[src/rtl/par_fifo.sv]
// Small register queue with full/empty flags.
// Depends on nothing but its parameters.
module par_fifo #(
  parameter int WIDTH = 8,
  parameter int DEPTH = 2
) (
  input  logic             clk,
  input  logic             rst,
  input  logic             wr,
  input  logic [WIDTH-1:0] wdata,
  output logic             full,
  input  logic             rd,
  output logic [WIDTH-1:0] rdata,
  output logic             empty
);
  localparam int PW = (DEPTH > 1) ? $clog2(DEPTH) : 1;

  logic [WIDTH-1:0] mem [DEPTH];
  logic [PW-1:0]    wptr, rptr;
  logic [PW:0]      count;
  logic             do_wr, do_rd;

  assign full  = (count == (PW+1)'(DEPTH));
  assign empty = (count == '0);
  assign do_wr = wr && !full;
  assign do_rd = rd && !empty;
  assign rdata = mem[rptr];

  always_ff @(posedge clk) begin
    if (rst) begin
      wptr  <= '0;
      rptr  <= '0;
      count <= '0;
    end else begin
      if (do_wr) begin
        wptr <= (wptr == PW'(DEPTH-1)) ? '0 : wptr + 1'b1;
      end
      if (do_rd) begin
        rptr <= (rptr == PW'(DEPTH-1)) ? '0 : rptr + 1'b1;
      end
      if (do_wr && !do_rd) begin
        count <= count + 1'b1;
      end else if (do_rd && !do_wr) begin
        count <= count - 1'b1;
      end
    end
  end

  always_ff @(posedge clk) begin
    if (do_wr) begin
      mem[wptr] <= wdata;
    end
  end
endmodule

[config.mk]
export PLATFORM = sky130hd
export DESIGN_NAME = par_fifo
export DESIGN_NICKNAME = d
export VERILOG_FILES = /design/src/rtl/par_fifo.sv
export SDC_FILE = /design/constraint.sdc
export NUM_CORES = 1
export LEC_CHECK = 0
export BUFFER_PORTS_ARGS = -buffer_cell sky130_fd_sc_hd__buf_4
export CAP_MARGIN = 25
export CORE_MARGIN = 2
export CORE_UTILIZATION = 25
export DETAILED_ROUTE_END_ITERATION = 7
export GPL_ROUTABILITY_DRIVEN = 1
export HOLD_SLACK_MARGIN = 0.15
export PLACE_DENSITY = 0.56
export SLEW_MARGIN = 20
export SYNTH_ARGS = -nofsm -noshare
export SYNTH_HDL_FRONTEND = slang
export SYNTH_SLANG_ARGS = --single-unit
[constraint.sdc]
create_clock -name clk -period 4.4 [get_ports clk]
set_clock_uncertainty 0.15 [all_clocks]
set_input_delay 0.44 -clock clk [delete_from_list [all_inputs] [get_ports clk]]
set_output_delay 0.44 -clock clk [all_outputs]
set_load 0.05 [all_outputs]
==> results of run 1 <==
==> sequential cells by signal, summed over array words and instances, names as in the netlist, named ones only <==
name / flops
count: 2
mem: 16
rptr: 1
wptr: 1
==> metrics by stage <==
| step | cell area [µm²] | total power [mW] |
|---|---|---|
| global placement | 1001 | 0.5657 |
| detailed placement | 1001 | 0.5728 |
| global route | 1119 | 0.7019 |
| finish | 1119 | 0.6613 |
| CTS | 1049 | 0.6673 |
| floorplan | 793.3 | 0.4911 |
==> cells by family (layout without fill, tap and decap cells) <==
group | count (synthesis) | after routing | share of synthesized area (%)
mux | 8 | 8 | 11.36
compound gates | 5 | 5 | 3.154
fa+ha+maj | 1 | 1 | 1.577
simple gates | 9 | 9 | 5.837
xor+xnor | 3 | 3 | 3.313
flops | 21 | 21 | 73.19
buf+inv | 3 | 36 | 1.577
==> power by group through the flow <==
stage / sequential (mW) / clock (mW) / combinational, mW
floorplan: 0.270 / 0 / 0.221
global placement: 0.284 / 0 / 0.282
detailed placement: 0.286 / 0 / 0.287
CTS: 0.281 / 0.0965 / 0.290
global route: 0.285 / 0.106 / 0.310
finish: 0.280 / 0.0913 / 0.291
==> cell type report <==
type	count	area (µm²)
multi-input combinational	26	200.2
fill	293	1909
clock inverter	1	5.005
clock buffer	3	22.52
timing repair buffer	30	247.7
tap	44	55.05
inverter	2	7.507
sequential	21	580.6
==> layer usage <==
metal,vias to the layer above,part of all wire (%)
li1,248,-
met1,236,43
met2,18,48
met3,2,6.7
met4,0,1.2
met5,-,0
==> placed cells by master, fill, tap and decap left out, drive strengths merged, types with 3 or more instances in the layout <==
| master | n |
|---|---|
| buf | 21 |
| clkbuf | 3 |
| dfxtp | 5 |
| dlygate4sd3 | 9 |
| edfxtp | 16 |
| mux2 | 8 |
| nor2 | 5 |
| o21ai | 3 |
| xor2 | 3 |
==> what timing repair did <==
| item | CTS | global route |
|---|---|---|
| setup endpoints to repair | 0 | 0 |
| hold endpoints to repair | 4 | 15 |
| hold buffers | 2 | 7 |
==> worst min path at each step <==
stage / slack, ns / cells past startpoint / to / from
2_1_floorplan: 0.30 / 2 / wptr / wptr
3_3_place_gp: 0.32 / 2 / wptr / wptr
3_5_place_dp: 0.34 / 2 / flop / rptr
4_1_cts: 0.15 / 1 / mem[0][6] / wdata[6]
5_1_grt: 0.40 / 2 / flop / rptr
6_report: 0.35 / 2 / wptr / wptr
==> worst min-delay path, stage by stage, from the launching register on <==
cell and delay [ns]:
dfxtp_1 0.33, o21ai_0 0.07, a21oi_1 0.06
==> results.ini, run 1 <==
[run_status]
status = finished clean

[setup_path]
max_stage_delay_ns = 0.56
rr_endpoint = count[1]
path_max_fanout = 8
reg2reg_from = count[0]
cp.depth = 2
end_kind = output pin
crit_buf_inv = 1
path_delay_family = flip-flops
r2r_setup_slack_ns = 2.65
required_ns = 3.81
critical_path_arrival_ns = 1.44
crit_end = rdata[2]
critPathKind = reg2out
rr_worst_depth = 4
crit_path_cell_trace = mux2_2, buf_4
cp-start-kind = flop
slowest_stage = dfxtp_1

[place]
place_ws_ns = 2.632
gp_congestion = 0.5999
placed_cells = 114
numPortBuffers = 21
dp_hpwl_um = 967.2

[sta]
fin_hold_ws_ns = 0.3460
maxSlewViolCount = 0
max_slew_margin_pct = 72.76
setup_tns_ns = 0
setup_viol = 0
max_slew.worst_pin.slew_ns = 0.4086
period_share_pct = 46.12
hold_violations = 0
finalWorstSetupSlack_ns = 2.371
rsz0062_at_grt = false
max_freq_ghz = 0.4928
fin_crit_ns = 2.029

[logic_synthesis]
synth_area_per_cell_um2 = 15.87
synth.distinct_cells = 13
syn-num-nets = 63
yosys_warnings = 0
ys_top_cells_by_count = edfxtp_1 (16), mux2_2 (8), dfxtp_1 (5), nor2_1 (5)
yosys-top-cells-area = edfxtp_1 (61%), dfxtp_1 (13%), mux2_2 (11%), xor2_1 (3.3%), nor2_1 (2.4%)
synth-edff-count = 16
syn_area_um2 = 793.3
synthArstFlopShare_pct = 0
synth-main-ff-cell = edfxtp_1
synth-seq-cells = 21
synth_area_leader_cell = edfxtp_1
yosysTopAreaCellShare_pct = 60.57
yosysMostFrequentCell = edfxtp_1
postSynthCellCount = 50
yosysSeqAreaShare_pct = 73.19

[pwr]
power_switching_uw = 268.5
p_int_uw = 392.8
clkPwrFrac_pct = 13.8
p_sw_share_pct = 40.61
pwr-share-seq_pct = 42.3
ir_drop_mv = 0.3047
p_per_area_mw_per_mm2 = 591.2
leakage_nw = 0.4361
p_comb_share_pct = 43.9

[floorplan]
fp.dieArea_mm2 = 0.003640
io_pins = 22
start_util_pct = 26.20
core_area_mm2 = 0.003028
die_h_um = 60.33
rows = 20
die_w_um = 60.33

[drt]
ant_nets = 0
via_count = 504
totalWireLength_um = 1364
first_pass_iters = 4
via_per_inst = 3.969
routedWlPerCell_um = 10.74
dr.first_iter.drc_count = 16
drc = 0

[global_route]
use_met1_pct = 8.967
use_met3_pct = 3.838
grt.busiest_layer = met2
grtUsageTotal_pct = 8.192
grt_overflow = 0
grt_max_degree = 13
use_met2_pct = 13.98
grt_pass1_wl_um = 2070
grt_pass1_vias = 482
antenna_found_initial = 0

[finish]
syn_to_final_growth_pct = 41.01
nNetsFinal = 97
drive_gt1_share_pct = 40.96
utilization_pct = 36.94
num_antenna_cells = 0
finalNonFillerCells = 127

[flow_run]
maxCapViolations = 0

[clocking]
cts_setup_buffers = 0
cts_root_buf = clkbuf_4
numCtsBuffers = 3
clk_pin_slew_worst_paths_ns = 0.12
cts_tree = yes
insertion_delay_ns = 0.30
cts-resized-gates = 0
clk_path_buf_depth = 2
htree_num_levels = 1
numClockSinks = 21

[min_path]
hold_path_class = reg2reg

Note: power is estimated with default switching activity, not from simulation.
==> inputs of run 2 (changes only) <==
--- a/config.mk
+++ b/config.mk
@@ -12,7 +12,7 @@
 export DETAILED_ROUTE_END_ITERATION = 7
 export GPL_ROUTABILITY_DRIVEN = 1
 export HOLD_SLACK_MARGIN = 0.15
-export PLACE_DENSITY = 0.56
+export PLACE_DENSITY = 0.58
 export SLEW_MARGIN = 20
 export SYNTH_ARGS = -nofsm -noshare
 export SYNTH_HDL_FRONTEND = slang
==> constraint.sdc (replaced) <==
create_clock -name clk -period 1.7 [get_ports clk]
set_clock_uncertainty 0.15 [all_clocks]
set_input_delay 0.17 -clock clk [delete_from_list [all_inputs] [get_ports clk]]
set_output_delay 0.17 -clock clk [all_outputs]
set_load 0.05 [all_outputs]
==> run 2 against run 1 <==
Final cell count rose by 2.4%. Combinational power grew to 2.8 times the previous value. Wire length is 6.2% higher. Global-route usage increased by 0.51 points. Flip-flop and latch count unchanged. First-iteration DRC count fell by 81%. Cell area up 4.8%. Critical path type is now in2reg.
==> results.ini, run 2 (same netlist as run 1, synthesis figures left out) <==
[sta]
rsz0062_at_grt = false
period_share_pct = 96.68
max_slew.worst_pin.slew_ns = 0.3979
setup_viol = 0
max_freq_ghz = 0.6084
fin_crit_ns = 1.644
hold_violations = 0
maxSlewViolCount = 0
finalWorstSetupSlack_ns = 0.05644
max_slew_margin_pct = 73.48

[global_route]
grt_max_degree = 12
grt_overflow = 0
grt_pass1_wl_um = 2214
grtUsageTotal_pct = 8.698
antenna_found_initial = 0
grt_pass1_vias = 534

[min_path]
hold_path_class = in2reg
hold_depth = 5

[setup_path]
critical_path_arrival_ns = 1.46
end_kind = flop
slowest_stage = dlygate4sd3_1
cp-start-kind = input port
critPathKind = in2reg
path_delay_family = buffers and inverters
rr_worst_depth = 5
max_stage_delay_ns = 0.53
crit_buf_inv = 4
required_ns = 1.52
cp.depth = 5
path_max_fanout = 8
crit_path_cell_trace = dlygate4sd3_1, buf_4, inv_2, or3_1, inv_1

[floorplan]
rows = 20
start_util_pct = 26.20
core_area_mm2 = 0.003028
io_pins = 22
fp.dieArea_mm2 = 0.003640
die_h_um = 60.33
die_w_um = 60.33

[pwr]
total_power_mw = 1.796
p_per_area_mw_per_mm2 = 1532
leakage_nw = 0.4506
ir_drop_mv = 0.6429

[finish]
nNetsFinal = 100
layout_common_cells = buf_4 (23), edfxtp_1 (16), dlygate4sd3_1 (10)
regMostFlops = mem
largest_register_ffs = 16
seq_area_um2 = 586.8
multi_input_area_um2 = 224.0
num_antenna_cells = 0
drive_gt1_share_pct = 48.84
final_common_cell = buf_4
reg_top3 = mem: 16 flops, count: 2 flops
nFillCells = 296
syn_to_final_growth_pct = 47.79

[drt]
totalWireLength_um = 1449
first_pass_iters = 2
drc = 0
via_per_inst = 3.985
ant_nets = 0
dr.first_iter.drc_count = 3
via_count = 518
routedWlPerCell_um = 11.15

[clocking]
clk_pin_slew_worst_paths_ns = 0.11
insertion_delay_ns = 0.29
cts_tree = yes
htree_num_levels = 1
numCtsBuffers = 3
cts_root_buf = clkbuf_4
clk_path_buf_depth = 2
numClockSinks = 21

[run_status]
status = finished clean

[flow_run]
maxCapViolations = 0

[place]
dp_hpwl_um = 1034
numPortBuffers = 21
gp_congestion = 0.7080
place_ws_ns = 0.07034

## run 2: area by class of cell
type,instances,share of cell area [%]
Sequential cell,21,50.05
Timing Repair Buffer,33,23.27
Multi-Input combinational cell,26,19.10
Tap cell,44,4.696
Clock buffer,4,2.241
Inverter,2,0.6403
## run 2: through the flow
step / setup TNS [ns] / utilization, % / instances / hold WS, ns / cell area, µm²
3_5_place_dp: 0 / 33.55 / 115 / 0.2093 / 1016
3_3_place_gp: 0 / 33.55 / 115 / 0.2099 / 1016
4_1_cts: 0 / 37.77 / 129 / 0.2481 / 1144
6_report: 0 / 38.72 / 130 / 0.2175 / 1172
2_1_floorplan: -0.07335 / - / 50 / 0.08165 / 800.8
5_1_grt: 0 / 38.72 / 130 / 0.2178 / 1172
## run 2: report_power, final
group | leakage, nW | switching, mW | internal (mW)
registers | 0.192 | 0.0772 | 0.666
logic | 0.244 | 0.499 | 0.327
clock network | 0.0150 | 0.135 | 0.0911
## run 2: worst reg2reg max path: cells and delay by family (launching register included)
family	cells	cell delay (ns)
AOI/OAI and AO/OA	1	0.14
DFF	1	0.38
adders and majority gates	1	0.22
and+or+nand+nor	3	0.66
## run 2: path summary, 6_finish.rpt
kind / start / slack, ns / endpoint
worst max-delay path: wr / 0.06 / mem[0][3]
worst min register to register: wptr / 0.34 / wptr
worst max register to register: count[1] / 0.09 / count[1]
worst min-delay path: rd / 0.22 / rptr
## run 2: metal layers
| metal | GRT usage, % | vias to the layer above | part of all wire [%] |
|---|---|---|---|
| met5 | 0 | - | 0 |
| met4 | 4.762 | 0 | 0.55 |
| met3 | 1.919 | 2 | 4.7 |
| met2 | 15.53 | 15 | 48 |
| met1 | 9.543 | 247 | 46 |
| li1 | - | 254 | - |
## run 2: what timing repair did
action | in CTS | in global routing
buffers inserted | 0 | 1
endpoints found under the setup margin | 8 | 6
pin swaps | 0 | 3
hold buffers | 10 | 0
gates resized for setup | 1 | 6
hold endpoints to repair | 21 | 0
