`config.mk`:
```
export PLATFORM = sky130hd
export DESIGN_NAME = par_front
export DESIGN_NICKNAME = d
export VERILOG_FILES = /design/src/rtl/par_pkg.sv /design/src/rtl/par_fifo.sv /design/src/rtl/par_front.sv
export SDC_FILE = /design/constraint.sdc
export NUM_CORES = 1
export LEC_CHECK = 0
export BUFFER_PORTS_ARGS = -buffer_cell sky130_fd_sc_hd__buf_2
export CAP_MARGIN = 30
export CELL_PAD_IN_SITES_DETAIL_PLACEMENT = 1
export CELL_PAD_IN_SITES_GLOBAL_PLACEMENT = 2
export CORE_ASPECT_RATIO = 1.1
export CORE_MARGIN = 2
export CORE_UTILIZATION = 37
export DETAILED_ROUTE_END_ITERATION = 7
export GPL_ROUTABILITY_DRIVEN = 0
export PLACE_DENSITY_LB_ADDON = 0.1
export RECOVER_POWER = 50
export SLEW_MARGIN = 20
export SYNTH_ARGS = -nofsm -noshare
export SYNTH_HDL_FRONTEND = slang
export SYNTH_SLANG_ARGS = --single-unit
```
`constraint.sdc`:
```
create_clock -name clk -period 4.7 [get_ports clk]
set_input_delay 0.94 -clock clk [delete_from_list [all_inputs] [get_ports clk]]
set_output_delay 0.94 -clock clk [all_outputs]
set_load 0.05 [all_outputs]
```
`src/rtl/par_pkg.sv`:
```
// Shared constants and types for the polyphase arbitrary resampler.
// No dependencies.
package par_pkg;

  localparam int DEF_NUM_PHASES     = 32;
  localparam int DEF_TAPS_PER_PHASE = 16;
  localparam int DEF_SAMPLE_BITS    = 16;
  localparam int DEF_COEF_BITS      = 18;

  localparam int STORE_DEPTH = 512;
  localparam int ADDR_W      = 9;
  localparam int LEN_W       = 10;
  localparam int ISTEP_W     = 6;
  localparam int FRAC_W      = 32;
  localparam int MAX_OUT     = 32;
  localparam int CNT_W       = 6;
  localparam int CFG_IDX_W   = 2;
  localparam int CFG_DATA_W  = 32;
  localparam int QUEUE_DEPTH = 2;

  localparam logic [CFG_IDX_W-1:0] REG_INT_STEP  = 2'd0;
  localparam logic [CFG_IDX_W-1:0] REG_FRAC_STEP = 2'd1;
  localparam logic [CFG_IDX_W-1:0] REG_PROTO_LEN = 2'd2;

  localparam logic OP_SAMPLE = 1'b0;
  localparam logic OP_TAP    = 1'b1;

  typedef enum logic [3:0] {
    S_IDLE, S_START, S_RA, S_RB, S_HD, S_M0, S_M1, S_M2, S_M3,
    S_DRAIN, S_SC, S_SUM, S_EMIT, S_WRAP
  } state_t;

endpackage

```
`src/rtl/par_fifo.sv`:
```
// Small register queue with full/empty flags.
// Depends on nothing but its parameters.
module par_fifo #(
  parameter int WIDTH = 8,
  parameter int DEPTH = 2
) (
  input  logic             clk,
  input  logic             rst,
  input  logic             wr,
  input  logic [WIDTH-1:0] wdata,
  output logic             full,
  input  logic             rd,
  output logic [WIDTH-1:0] rdata,
  output logic             empty
);
  localparam int PW = (DEPTH > 1) ? $clog2(DEPTH) : 1;

  logic [WIDTH-1:0] mem [DEPTH];
  logic [PW-1:0]    wptr, rptr;
  logic [PW:0]      count;
  logic             do_wr, do_rd;

  assign full  = (count == (PW+1)'(DEPTH));
  assign empty = (count == '0);
  assign do_wr = wr && !full;
  assign do_rd = rd && !empty;
  assign rdata = mem[rptr];

  always_ff @(posedge clk) begin
    if (rst) begin
      wptr  <= '0;
      rptr  <= '0;
      count <= '0;
    end else begin
      if (do_wr) begin
        wptr <= (wptr == PW'(DEPTH-1)) ? '0 : wptr + 1'b1;
      end
      if (do_rd) begin
        rptr <= (rptr == PW'(DEPTH-1)) ? '0 : rptr + 1'b1;
      end
      if (do_wr && !do_rd) begin
        count <= count + 1'b1;
      end else if (do_rd && !do_wr) begin
        count <= count - 1'b1;
      end
    end
  end

  always_ff @(posedge clk) begin
    if (do_wr) begin
      mem[wptr] <= wdata;
    end
  end
endmodule

```
`src/rtl/par_front.sv`:
```
// Front end: accepts input transactions, packs them by kind into a short queue.
// Depends on par_pkg and par_fifo.
module par_front #(
  parameter int SAMPLE_BITS = par_pkg::DEF_SAMPLE_BITS,
  parameter int COEF_BITS   = par_pkg::DEF_COEF_BITS,
  parameter int PL_W        = 1 + 2 * par_pkg::DEF_SAMPLE_BITS
) (
  input  logic                        clk,
  input  logic                        rst,
  input  logic                        push,
  output logic                        full,
  input  logic                        op,
  input  logic signed [SAMPLE_BITS-1:0] sample_re,
  input  logic signed [SAMPLE_BITS-1:0] sample_im,
  input  logic [par_pkg::ADDR_W-1:0]  tap_index,
  input  logic signed [COEF_BITS-1:0] tap_value,
  output logic                        q_valid,
  output logic [PL_W-1:0]             q_data,
  input  logic                        q_pop
);
  import par_pkg::*;

  logic [PL_W-1:0] packed_item;
  logic            q_empty;

  // keep only the fields that the item kind uses
  always_comb begin
    packed_item = '0;
    if (op == OP_TAP) begin
      packed_item[PL_W-1] = OP_TAP;
      packed_item[ADDR_W+COEF_BITS-1:0] = {tap_index, tap_value};
    end else begin
      packed_item[PL_W-1] = OP_SAMPLE;
      packed_item[2*SAMPLE_BITS-1:0] = {sample_re, sample_im};
    end
  end

  par_fifo #(.WIDTH(PL_W), .DEPTH(QUEUE_DEPTH)) u_queue (
    .clk   (clk),
    .rst   (rst),
    .wr    (push),
    .wdata (packed_item),
    .full  (full),
    .rd    (q_pop),
    .rdata (q_data),
    .empty (q_empty)
  );

  assign q_valid = !q_empty;
endmodule

```
==> summary.txt, run 1 <==
Status
  • Result of the run: finished with violations
  • Failing checks: capacitance limit, slew limit

Worst setup path
  • Reg-to-reg setup timing slack: approximately 2.0 ns
  • Worst-path maximum fanout: 19
  • Reg2reg end: u_queue.mem[0][4]$_DFFE_PP_
  • Critical path class: flip-flop to output port
  • Cell depth of the worst flop-to-flop path: 4
  • Reg-to-reg startpoint: u_queue.count[1]$_SDFFE_PP0P_
  • CP Launch Type: flip-flop
  • Critical Path RT: approximately 3.8 ns
  • Setup crit end kind: output port
  • CP endpoint: q_data[7]
  • CP arrival: about 2.1 ns

STA
  • Final period util: 0.644
  • Worst Skew: between 0.003 and 0.004 ns
  • Final setup viols: 0
  • Final TNS setup: 0 ns
  • FMAX: between 0.3 and 0.4 GHz
  • RSZ-0062 raised after global routing: false
  • Fin. max-slew vios: 69
  • Rel. slew slack: -0.284
  • Final min period: just over 3 ns
  • Worst-margin pin slew: roughly 1.9 ns
  • Final Hold Vio Count: 0

Floorplan
  • Die Footprint: approximately 8700 µm²
  • Core area: around 7800 µm²
  • Starting Density: 0.378
  • Io pins: 99
  • Die Span X: roughly 89 µm
  • Row Count: 34
  • Chip Height: a little under 100 µm

Drt
  • Via density: ~4.6
  • Final wirelength: between 5 and 6 mm
  • Via count: between 1,500 and 2,000
  • Post-route ant nets: 0
  • Avg WL per Cell: 14.4 µm
  • Drt drc: 0
  • DRT iter0 DRCs: 43
  • TritonRoute pass-1 iters: 3

Clocking
  • Post-CTS setup buffer count: 0
  • CTS buffer count: 9
  • Clk root buf: clkbuf_8
  • Resized Gates After CTS: 0
  • Hold buffers post-CTS: 0
  • H-tree levels: 3
  • Worst skew pair latency: about 0.33 ns
  • CTS max path bufs: 2
  • CTS tree: yes
  • Clk pin slew, worst setup/hold paths: 0.07 ns
  • Clk sinks: slightly above 70

Pwr
  • Leak: 0.00145 µW
  • Max VDD drop: roughly 0.00024 V
  • Clock power share: 0.213
  • Flop pwr share: 0.410
  • Combinational share of power: 0.377
  • Switching pwr: ~800 µW
  • Switching Fraction: 0.386
  • Pwr Total: just over 2000 µW
  • P_int: 1270 µW
  • Power Density: 557 nW/µm²

Synth
  • Post-Synthesis Cell Area: between 2000 and 3000 µm²
  • Cell count after synthesis: approximately 160
  • Mean Syn Cell Area: ~18 µm²
  • Sequential area share after synthesis: 0.704
  • #FFs+latches synth: approximately 70
  • Syn Nets: between 200 and 250
  • Ys Warns: 0
  • Post-synth cell types: 18

Final layout
  • Fillers: 855
  • Multi-input gate area: about 820 µm²
  • # diodes: 0
  • Area grow syn2layout: 26.0%
  • Nets: 332
  • Area taken by flip-flops and latches: about 2100 µm²
  • Post-route insts no fill: 379
  • Proportion of layout cells with a drive suffix above 1: 0.561

Placement
  • PortBufs: between 90 and 100
  • Placed instance count: ~360
  • HPWL Detailed: 3.66 mm

Worst hold path
  • Hold Path Origin: u_queue.wptr$_SDFFE_PP0P_
  • Worst min-delay path category: flip-flop to flip-flop
  • Hold Path Stages: 2

Job
  • Max-Cap Viols: 2

Global route
  • First-pass GRT wire length: about 8.7 mm
  • Total track usage: 0.135
  • Grt ovf: 0
  • Vias in the first global route: roughly 1,800
  • Antenna violations before repair: 0
  • Largest net degree at the start of global routing: 35
cell families after synthesis:
| group | Yosys count | share of synthesized area |
|---|---|---|
| adder cells (fa/ha/maj) | 1 | 0.00423 |
| flip-flops | 71 | 0.704 |
| AND/OR/NAND/NOR | 14 | 0.0271 |
| multiplexers | 60 | 0.229 |
| buffers and inverters | 10 | 0.0182 |
| AO/OA/AOI/OAI | 5 | 0.00847 |
| XOR/XNOR | 3 | 0.00889 |
cell usage after synthesis:
library cell / n / share of area
buf_4: 3 / 0.0076
a21oi_1: 2 / 0.0034
nor2b_1: 5 / 0.011
clkbuf_1: 1 / 0.0013
nor2_1: 4 / 0.0051
mux2_1: 1 / 0.0038
mux2_2: 59 / 0.22
or2_2: 1 / 0.0021
or3_1: 2 / 0.0042
xor2_1: 3 / 0.0089
o21ai_0: 3 / 0.0051
dfxtp_1: 5 / 0.034
nor2b_2: 1 / 0.0030
ha_1: 1 / 0.0042
edfxtp_1: 66 / 0.67
inv_1: 2 / 0.0025
and2_1: 1 / 0.0021
buf_2: 4 / 0.0068
how the worst min path moves through the flow:
stage / endpoint / slack, ns
after floorplan: u_queue.wptr$_SDFFE_PP0P_ / 0.45
after global placement: u_queue.wptr$_SDFFE_PP0P_ / 0.48
after detailed placement: u_queue.wptr$_SDFFE_PP0P_ / 0.50
after CTS: u_queue.wptr$_SDFFE_PP0P_ / 0.51
after global routing: u_queue.wptr$_SDFFE_PP0P_ / 0.53
final: u_queue.wptr$_SDFFE_PP0P_ / 0.50
power groups by stage:
stage | combinational [µW] | clock (µW) | sequential (µW)
finish | 782 | 441 | 850
global route | 837 | 479 | 863
CTS | 804 | 456 | 849
detailed placement | 800 | 0 | 863
global placement | 797 | 0 | 859
floorplan | 644 | 0 | 837
registers in the layout (all words and copies together) (netlist names), named ones only:
name	count
u_queue.mem	66
u_queue.rptr	1
u_queue.wptr	1
u_queue.count	2
worst max-delay path: stages (launching register included):
cell and delay (ns):
dfxtp_1 0.76, buf_4 0.40, mux2_2 0.37, buf_2 0.22
metal layers:
| metal | share of wire | up-vias | wire length [µm] | track usage |
|---|---|---|---|---|
| met5 | 0 | - | 0 | 0 |
| met4 | 0.019 | 0 | 104 | 0.0689 |
| met3 | 0.072 | 8 | 392 | 0.0389 |
| met2 | 0.51 | 58 | 2770 | 0.223 |
| met1 | 0.40 | 840 | 2190 | 0.157 |
| li1 | - | 826 | - | - |
area by class of cell:
type	instances	area share
well taps	108	0.0363
flip-flops and latches	71	0.559
clock buffers	9	0.0333
clock inverters	6	0.0141
repair buffers	100	0.134
multi-input cells	83	0.221
inverters	2	0.00202
placed cells by master (no fill, tap or decap), types with 2 or more instances in the layout:
master / Yosys / layout
edfxtp_1: 66 / 66
or3_1: 2 / 2
clkbuf_1: 1 / 2
mux2_1: 1 / 22
nor2_1: 4 / 4
o21ai_0: 3 / 3
mux2_2: 59 / 38
clkbuf_8: 0 / 9
dfxtp_1: 5 / 5
buf_2: 4 / 97
xor2_1: 3 / 3
clkinv_2: 0 / 3
inv_1: 2 / 2
clkinv_1: 0 / 2
nor2b_1: 5 / 5
a21oi_1: 2 / 2
through the flow:
stage	worst slack [ns]	utilization	instance area (µm²)	hold WS [ns]
4_1_cts	1.60	0.476	3730	0.506
3_5_place_dp	1.97	0.454	3550	0.496
3_3_place_gp	1.99	0.454	3550	0.477
6_report	1.67	0.476	3720	0.499
5_1_grt	1.52	0.476	3720	0.532
2_1_floorplan	2.31	-	2960	0.452
Power figures use the tool's default switching activity.
==> inputs of run 2 (changes only) <==
ABC_AREA = 1   (was not set)
CORE_UTILIZATION = 32   (was 37)
clock period = 2.6 ns   (was 4.7 ns; I/O delays follow)
==> summary.txt, run 2 <==
Status
  • Result of the run: completed (was finished with violations)

Global route
  • Total track usage: 0.115 (was 0.135)
  • Vias in the first global route: 1,898 (was 1,812)
  • Largest net degree at the start of global routing: 34 (was 35)
  • Grt ovf: 0 (unchanged)
  • Antenna violations before repair: 0 (unchanged)
  • First-pass GRT wire length: 9.38 mm (was 8.72 mm)

STA
  • Final period util: 0.796
  • Fin. max-slew vios: 0 (was 69)
  • Worst-margin pin slew: 1.07 ns (was 1.93 ns)
  • Worst Skew: 0.00686 ns (was 0.00312 ns)
  • Rel. slew slack: 0.289 (was -0.284)
  • Final setup viols: 0 (unchanged)
  • Final min period: between 2 and 2.5 ns
  • Final Worst Setup Slack: 0.531 ns (was 1.67 ns)
  • FMAX: ~0.48 GHz
  • RSZ-0062 raised after global routing: false (unchanged)
  • Final TNS setup: 0 ns (unchanged)
  • Final Hold Vio Count: 0 (unchanged)

Final layout
  • Final instance area: 3980 µm² (was 3720 µm²)
  • Most flops, register: u_queue.mem (unchanged)
  • Proportion of layout cells with a drive suffix above 1: 0.567 (was 0.561)
  • Commonest non-fill, non-tap cell in the layout: buf_2 (unchanged)
  • Most frequent cells in the layout: buf_2 (97), edfxtp_1 (66), mux2_4 (44), inv_1 (13) (was buf_2 (97), edfxtp_1 (66), mux2_2 (38), mux2_1 (22), clkbuf_8 (9))
  • # diodes: 0 (unchanged)
  • Fillers: 1,058 (was 855)
  • Max reg flops: 66 (unchanged)
  • Area grow syn2layout: 22.1% (was 26.0%)
  • Post-route insts no fill: 413 (was 379)
  • Top Registers: u_queue.mem: 66 flops, u_queue.count: 2 flops (unchanged)
  • Nets: 353 (was 332)

Clocking
  • Post-CTS setup buffer count: 0 (unchanged)
  • Clk root buf: clkbuf_8 (unchanged)
  • CTS max path bufs: 2 (unchanged)
  • Clk sinks: 71 (unchanged)
  • Hold buffers post-CTS: 0 (unchanged)
  • CTS buffer count: 9 (unchanged)
  • Worst skew pair latency: 0.33 ns (about the same)
  • Clk pin slew, worst setup/hold paths: 0.08 ns (was 0.07 ns)
  • Resized Gates After CTS: 0 (unchanged)
  • CTS tree: yes (unchanged)
  • H-tree levels: 3 (unchanged)

Worst hold path
  • Hold Path Origin: rst (was u_queue.wptr$_SDFFE_PP0P_)
  • Hold Path Stages: 4 (was 2)
  • Worst min-delay path category: input port to flip-flop (was flip-flop to flip-flop)
  • Worst Hold Path EP: u_queue.count[1]$_SDFFE_PP0P_ (was u_queue.wptr$_SDFFE_PP0P_)

Placement
  • Post-DP Area: 3870 µm² (was 3550 µm²)
  • Placed instance count: 397 (was 364)
  • PortBufs: 98 (unchanged)
  • Setup WS pre-CTS: 0.794 ns (was 1.97 ns)
  • HPWL Detailed: 4.21 mm (was 3.66 mm)

Drt
  • Via count: 1,813 (was 1,732)
  • Via density: 4.39 (was 4.57)
  • Post-route ant nets: 0 (unchanged)
  • Drt drc: 0 (unchanged)
  • DRT iter0 DRCs: 48 (was 43)
  • Avg WL per Cell: 14.5 µm (was 14.4 µm)
  • Final wirelength: 5.98 mm (was 5.46 mm)
  • TritonRoute pass-1 iters: 4 (was 3)

Synth
  • FFs w/ async S/R, synth: 0 (unchanged)
  • Post-synth top area share: 0.608 (was 0.671)
  • Sequential area share after synthesis: 0.638 (was 0.704)
  • Top FF cell, synth: edfxtp_1 (unchanged)
  • Leading area contributor after synthesis: edfxtp_1 (unchanged)
  • Post-synth EDFFs: 66 (unchanged)
  • Post-synth cell types: 15 (was 18)
  • Post-Synthesis Cell Area: 3260 µm² (was 2960 µm²)
  • Mean Syn Cell Area: 18.0 µm² (about the same)
  • Cell count after synthesis: 181 (was 164)
  • #FFs+latches synth: 71 (unchanged)
  • Ys Warns: 0 (unchanged)
  • Most common cell in the netlist: edfxtp_1 (unchanged)
  • Syn Nets: 246 (was 229)
  • Area contributors post-synth: edfxtp_1 (61%), mux2_4 (25%), dfxtp_1 (3.1%), buf_12 (1.8%), buf_6 (1.7%) (was edfxtp_1 (67%), mux2_2 (22%), dfxtp_1 (3.4%), nor2b_1 (1.1%), xor2_1 (0.89%))
  • Post-synth top cells: edfxtp_1 (66), mux2_4 (55), inv_1 (13), nor2_1 (13), nand2_1 (7) (was edfxtp_1 (66), mux2_2 (59), dfxtp_1 (5), nor2b_1 (5))

Floorplan
  • Row Count: 38 (was 34)
  • Chip Height: 110 µm (was 97.7 µm)
  • Die Span X: 100 µm (was 89.2 µm)
  • Io pins: 99 (unchanged)
  • Core area: 9890 µm² (was 7830 µm²)
  • Die Footprint: 11,000 µm² (was 8720 µm²)
  • Starting Density: 0.330 (was 0.378)

Worst setup path
  • Reg-to-reg setup timing slack: 0.53 ns (was 2.01 ns)
  • Critical Path RT: 2.55 ns (was 3.76 ns)
  • Worst-path maximum fanout: 17 (was 19)
  • Critical path class: flip-flop to flip-flop (was flip-flop to output port)
  • Setup crit end kind: flip-flop (was output port)
  • Reg2reg end: u_queue.mem[1][28]$_DFFE_PP_ (was u_queue.mem[0][4]$_DFFE_PP_)
  • CP arrival: 2.02 ns (was 2.09 ns)
  • Reg-to-reg startpoint: u_queue.count[1]$_SDFFE_PP0P_ (unchanged)
  • Cell depth of the worst flop-to-flop path: 4 (unchanged)
  • CP Launch Type: flip-flop (unchanged)

Job
  • Max-Cap Viols: 0 (was 2)

Pwr
  • Max VDD drop: 0.000455 V (was 0.000236 V)
  • Leak: 0.00167 µW (was 0.00145 µW)
  • Power Density: 939 nW/µm² (was 557 nW/µm²)
[run 2: changes by cell type in the layout (fill, tap and decap cells not counted), moves of 5 or more]
| cell | delta |
|---|---|
| mux2_4 | +44 |
| inv_1 | +11 |
| nor2_1 | +7 |
| nand2_1 | +7 |
| mux2_2 | -33 |
| nor2b_1 | -5 |
| mux2_1 | -11 |
[run 2: cell families (layout without fill, tap and decap cells)]
kind of cell / count (synthesis) / after routing / synth area share
AO/OA/AOI/OAI: 5 / 5 / 0.00882
adder cells (fa/ha/maj): 1 / 1 / 0.00384
buffers and inverters: 21 / 133 / 0.0506
flip-flops: 71 / 71 / 0.638
multiplexers: 60 / 60 / 0.270
AND/OR/NAND/NOR: 23 / 23 / 0.0280
[run 2: where the power goes]
| part | internal [µW] | switching [µW] | leakage (µW) | total, µW |
|---|---|---|---|---|
| Sequential | 1460 | 50.3 | 0.000660 | 1510 |
| Combinational | 480 | 992 | 0.000929 | 1470 |
| Clock | 345 | 411 | 0.0000793 | 756 |
[run 2: cell type report]
type / instances / area, µm² / share of cell area
Tap cell: 120 / 150 / 0.0377
Inverter: 13 / 48.8 / 0.0122
Timing Repair Buffer: 104 / 544 / 0.137
Clock inverter: 7 / 48.8 / 0.0122
Clock buffer: 9 / 124 / 0.0311
Multi-Input combinational cell: 89 / 985 / 0.247
Sequential cell: 71 / 2080 / 0.523
[run 2: worst max-delay path, stage by stage, from the launching register on]
cell and delay, ns:
dfxtp_1 0.32, inv_1 0.11, o21ai_0 0.27, nor2_4 0.17, clkbuf_1 0.80
[run 2: how the worst max path moves through the flow]
stage / slack [ns] / endpoint / startpoint / cells past startpoint
finish: 0.53 / u_queue.mem[1][28]$_DFFE_PP_ / u_queue.count[1]$_SDFFE_PP0P_ / 4
global route: 0.32 / u_queue.mem[1][28]$_DFFE_PP_ / u_queue.count[1]$_SDFFE_PP0P_ / 4
CTS: 0.51 / q_data[13] / flip-flop / 3
detailed placement: 0.79 / u_queue.mem[0][0]$_DFFE_PP_ / op / 3
global placement: 0.82 / u_queue.mem[0][0]$_DFFE_PP_ / op / 3
floorplan: 0.20 / u_queue.mem[1][0]$_DFFE_PP_ / push / 2
[run 2: stage by stage]
stage,hold slack (ns),power (µW),util
after detailed placement,0.489,3060,0.392
after floorplan,0.465,2780,-
after CTS,0.454,3830,0.409
final,0.474,3740,0.403
after global placement,0.484,3060,0.392
after global routing,0.466,3930,0.403
[run 2: layer usage]
metal  global-route usage  vias up  routed length [µm]
met5                    0        -                   0
li1                     -      878                   -
met2                0.194       61                3010
met4               0.0528        0                 106
met3               0.0273        9                 273
met1                0.138      865                2590
==> inputs of run 3 (changes only) <==
clock period = 1.87 ns   (was 2.6 ns; I/O delays follow)
==> summary.txt, run 3 (synthesis results as in run 2) <==
Placement
  • Post-DP Area: 3880 µm² (was 3870 µm²)
  • HPWL Detailed: 4.34 mm (was 4.21 mm)
  • Setup WS pre-CTS: 0.342 ns (was 0.794 ns)
  • PortBufs: 98 (unchanged)

Worst setup path
  • Worst-path maximum fanout: 11 (was 17)
  • Reg-to-reg setup timing slack: 0.36 ns (was 0.53 ns)
  • CP Launch Type: flip-flop (unchanged)
  • Reg2reg end: u_queue.count[1]$_SDFFE_PP0P_ (was u_queue.mem[1][28]$_DFFE_PP_)
  • Reg-to-reg startpoint: u_queue.count[1]$_SDFFE_PP0P_ (unchanged)
  • Critical Path RT: 1.50 ns (was 2.55 ns)
  • Cell depth of the worst flop-to-flop path: 9 (was 4)
  • CP endpoint: q_data[0] (was u_queue.mem[1][28]$_DFFE_PP_)
  • Setup crit end kind: output port (was flip-flop)
  • Critical path class: flip-flop to output port (was flip-flop to flip-flop)
  • CP arrival: 1.44 ns (was 2.02 ns)

Status
  • Result of the run: completed (unchanged)

Clocking
  • H-tree levels: 3 (unchanged)
  • CTS buffer count: 9 (unchanged)
  • CTS tree: yes (unchanged)
  • Worst skew pair latency: 0.34 ns (was 0.33 ns)
  • Clk sinks: 71 (unchanged)
  • CTS max path bufs: 2 (unchanged)
  • Clk pin slew, worst setup/hold paths: 0.07 ns (was 0.08 ns)
  • Post-CTS setup buffer count: 0 (unchanged)
  • Clk root buf: clkbuf_8 (unchanged)
  • Hold buffers post-CTS: 0 (unchanged)

STA
  • Final setup viols: 0 (unchanged)
  • Final Worst Setup Slack: 0.0512 ns (was 0.531 ns)
  • Final period util: 0.973
  • Final TNS setup: 0 ns (unchanged)
  • RSZ-0062 raised after global routing: true (was false)
  • Worst Skew: 0.00321 ns (was 0.00686 ns)
  • Worst-margin pin slew: 0.897 ns (was 1.07 ns)
  • Final Hold Vio Count: 0 (unchanged)
  • Rel. slew slack: 0.402 (was 0.289)
  • FMAX: ~0.55 GHz
  • Final min period: between 1.5 and 2 ns
  • Fin. max-slew vios: 0 (unchanged)

Global route
  • Total track usage: 0.115 (about the same)
  • First-pass GRT wire length: 9.34 mm (was 9.38 mm)
  • Vias in the first global route: 1,918 (was 1,898)
  • Antenna violations before repair: 0 (unchanged)
  • Grt ovf: 0 (unchanged)
  • Largest net degree at the start of global routing: 35 (was 34)

Floorplan
  • Die Span X: 100 µm (unchanged)
  • Io pins: 99 (unchanged)
  • Core area: 9890 µm² (unchanged)
  • Row Count: 38 (unchanged)
  • Chip Height: 110 µm (unchanged)
  • Starting Density: 0.330 (unchanged)
  • Die Footprint: 11,000 µm² (unchanged)

Drt
  • Post-route ant nets: 0 (unchanged)
  • DRT iter0 DRCs: 10 (was 48)
  • Via density: 4.40 (was 4.39)
  • WL met2: 3.10 mm (was 3.01 mm)
  • Avg WL per Cell: 14.8 µm (was 14.5 µm)
  • Final wirelength: 6.14 mm (was 5.98 mm)
  • DR top layer: met4 (unchanged)
  • Via count: 1,827 (was 1,813)
  • Met3 wire length: 315 µm (was 273 µm)
  • Met1 Routed Length: 2.61 mm (was 2.59 mm)
  • Drt drc: 0 (unchanged)
  • TritonRoute pass-1 iters: 4 (unchanged)

Final layout
  • Most flops, register: u_queue.mem (unchanged)
  • # diodes: 0 (unchanged)
  • Fillers: 1,057 (was 1,058)
  • Final instance area: 4040 µm² (was 3980 µm²)
  • Commonest non-fill, non-tap cell in the layout: buf_2 (unchanged)
  • Nets: 355 (was 353)
  • Area grow syn2layout: 23.7% (was 22.1%)
  • Most frequent cells in the layout: buf_2 (94), edfxtp_1 (66), mux2_4 (30), mux2_1 (27), inv_1 (13) (was buf_2 (97), edfxtp_1 (66), mux2_4 (44), inv_1 (13))
  • Area taken by flip-flops and latches: 2090 µm² (was 2080 µm²)
  • Final design utilization: 0.408 (was 0.403)
  • Multi-input gate area: 936 µm² (was 985 µm²)
  • Max reg flops: 66 (unchanged)
  • Proportion of layout cells with a drive suffix above 1: 0.532 (was 0.567)
  • Top Registers: u_queue.mem: 66 flops, u_queue.count: 2 flops (unchanged)

Pwr
  • Power Density: 1370 nW/µm² (was 939 nW/µm²)
  • Leak: 0.00167 µW (about the same)
  • Pwr Total: 5510 µW (was 3740 µW)
  • Max VDD drop: 0.000542 V (was 0.000455 V)

Job
  • Max-Cap Viols: 0 (unchanged)

Worst hold path
  • Worst min-delay path category: input port to flip-flop (unchanged)
  • Hold Path Origin: rst (unchanged)
## run 3: cell count changes in the layout (fill, tap and decap cells not counted), moves of 2 or more
cell	delta
bufinv_16	+2
clkbuf_2	+2
buf_2	-3
buf_6	+3
mux2_2	-2
clkbuf_1	-5
mux2_4	-14
buf_4	+4
mux2_1	+16
## run 3: critical path: stages, from the launching register on
cell	delay (ns)
dfxtp_4	0.40
clkbuf_16	0.19
mux2_4	0.30
buf_2	0.21
## run 3: worst min-delay path by stage
stage / to / depth (start not counted)
global route: u_queue.mem[1][6]$_DFFE_PP_ / 2
global placement: u_queue.rptr$_SDFFE_PP0P_ / 2
CTS: u_queue.count[1]$_SDFFE_PP0P_ / 4
detailed placement: u_queue.rptr$_SDFFE_PP0P_ / 2
finish: u_queue.count[1]$_SDFFE_PP0P_ / 4
floorplan: flip-flop / 2
## run 3: report_power, final
part | internal [µW] | switching (µW)
sequential | 2030 | 85.5
combinational | 725 | 1390
clock | 739 | 542
total | 3500 | 2020
## run 3: final cells by class
class / count / share of cell area
inverter: 13 / 0.0121
timing repair buffer: 106 / 0.150
multi-input combinational: 89 / 0.232
clock inverter: 7 / 0.0217
clock buffer: 9 / 0.0307
tap: 120 / 0.0372
sequential: 71 / 0.517
## run 3: routing by layer
layer	vias to the layer above	track usage
li1	882	-
met1	872	0.126
met2	64	0.201
met3	9	0.0331
met4	0	0.0616
met5	-	0
## run 3: per-stage QoR
stage	hold slack [ns]	cells
4_1_cts	0.312	414
2_1_floorplan	0.465	181
6_report	0.325	415
5_1_grt	0.329	415
3_3_place_gp	0.489	398
3_5_place_dp	0.498	398
## run 3: timing repair
action                     CTS  global route
setup endpoints to repair   14            24
gates resized for setup      5             6
gates cloned                 0             1
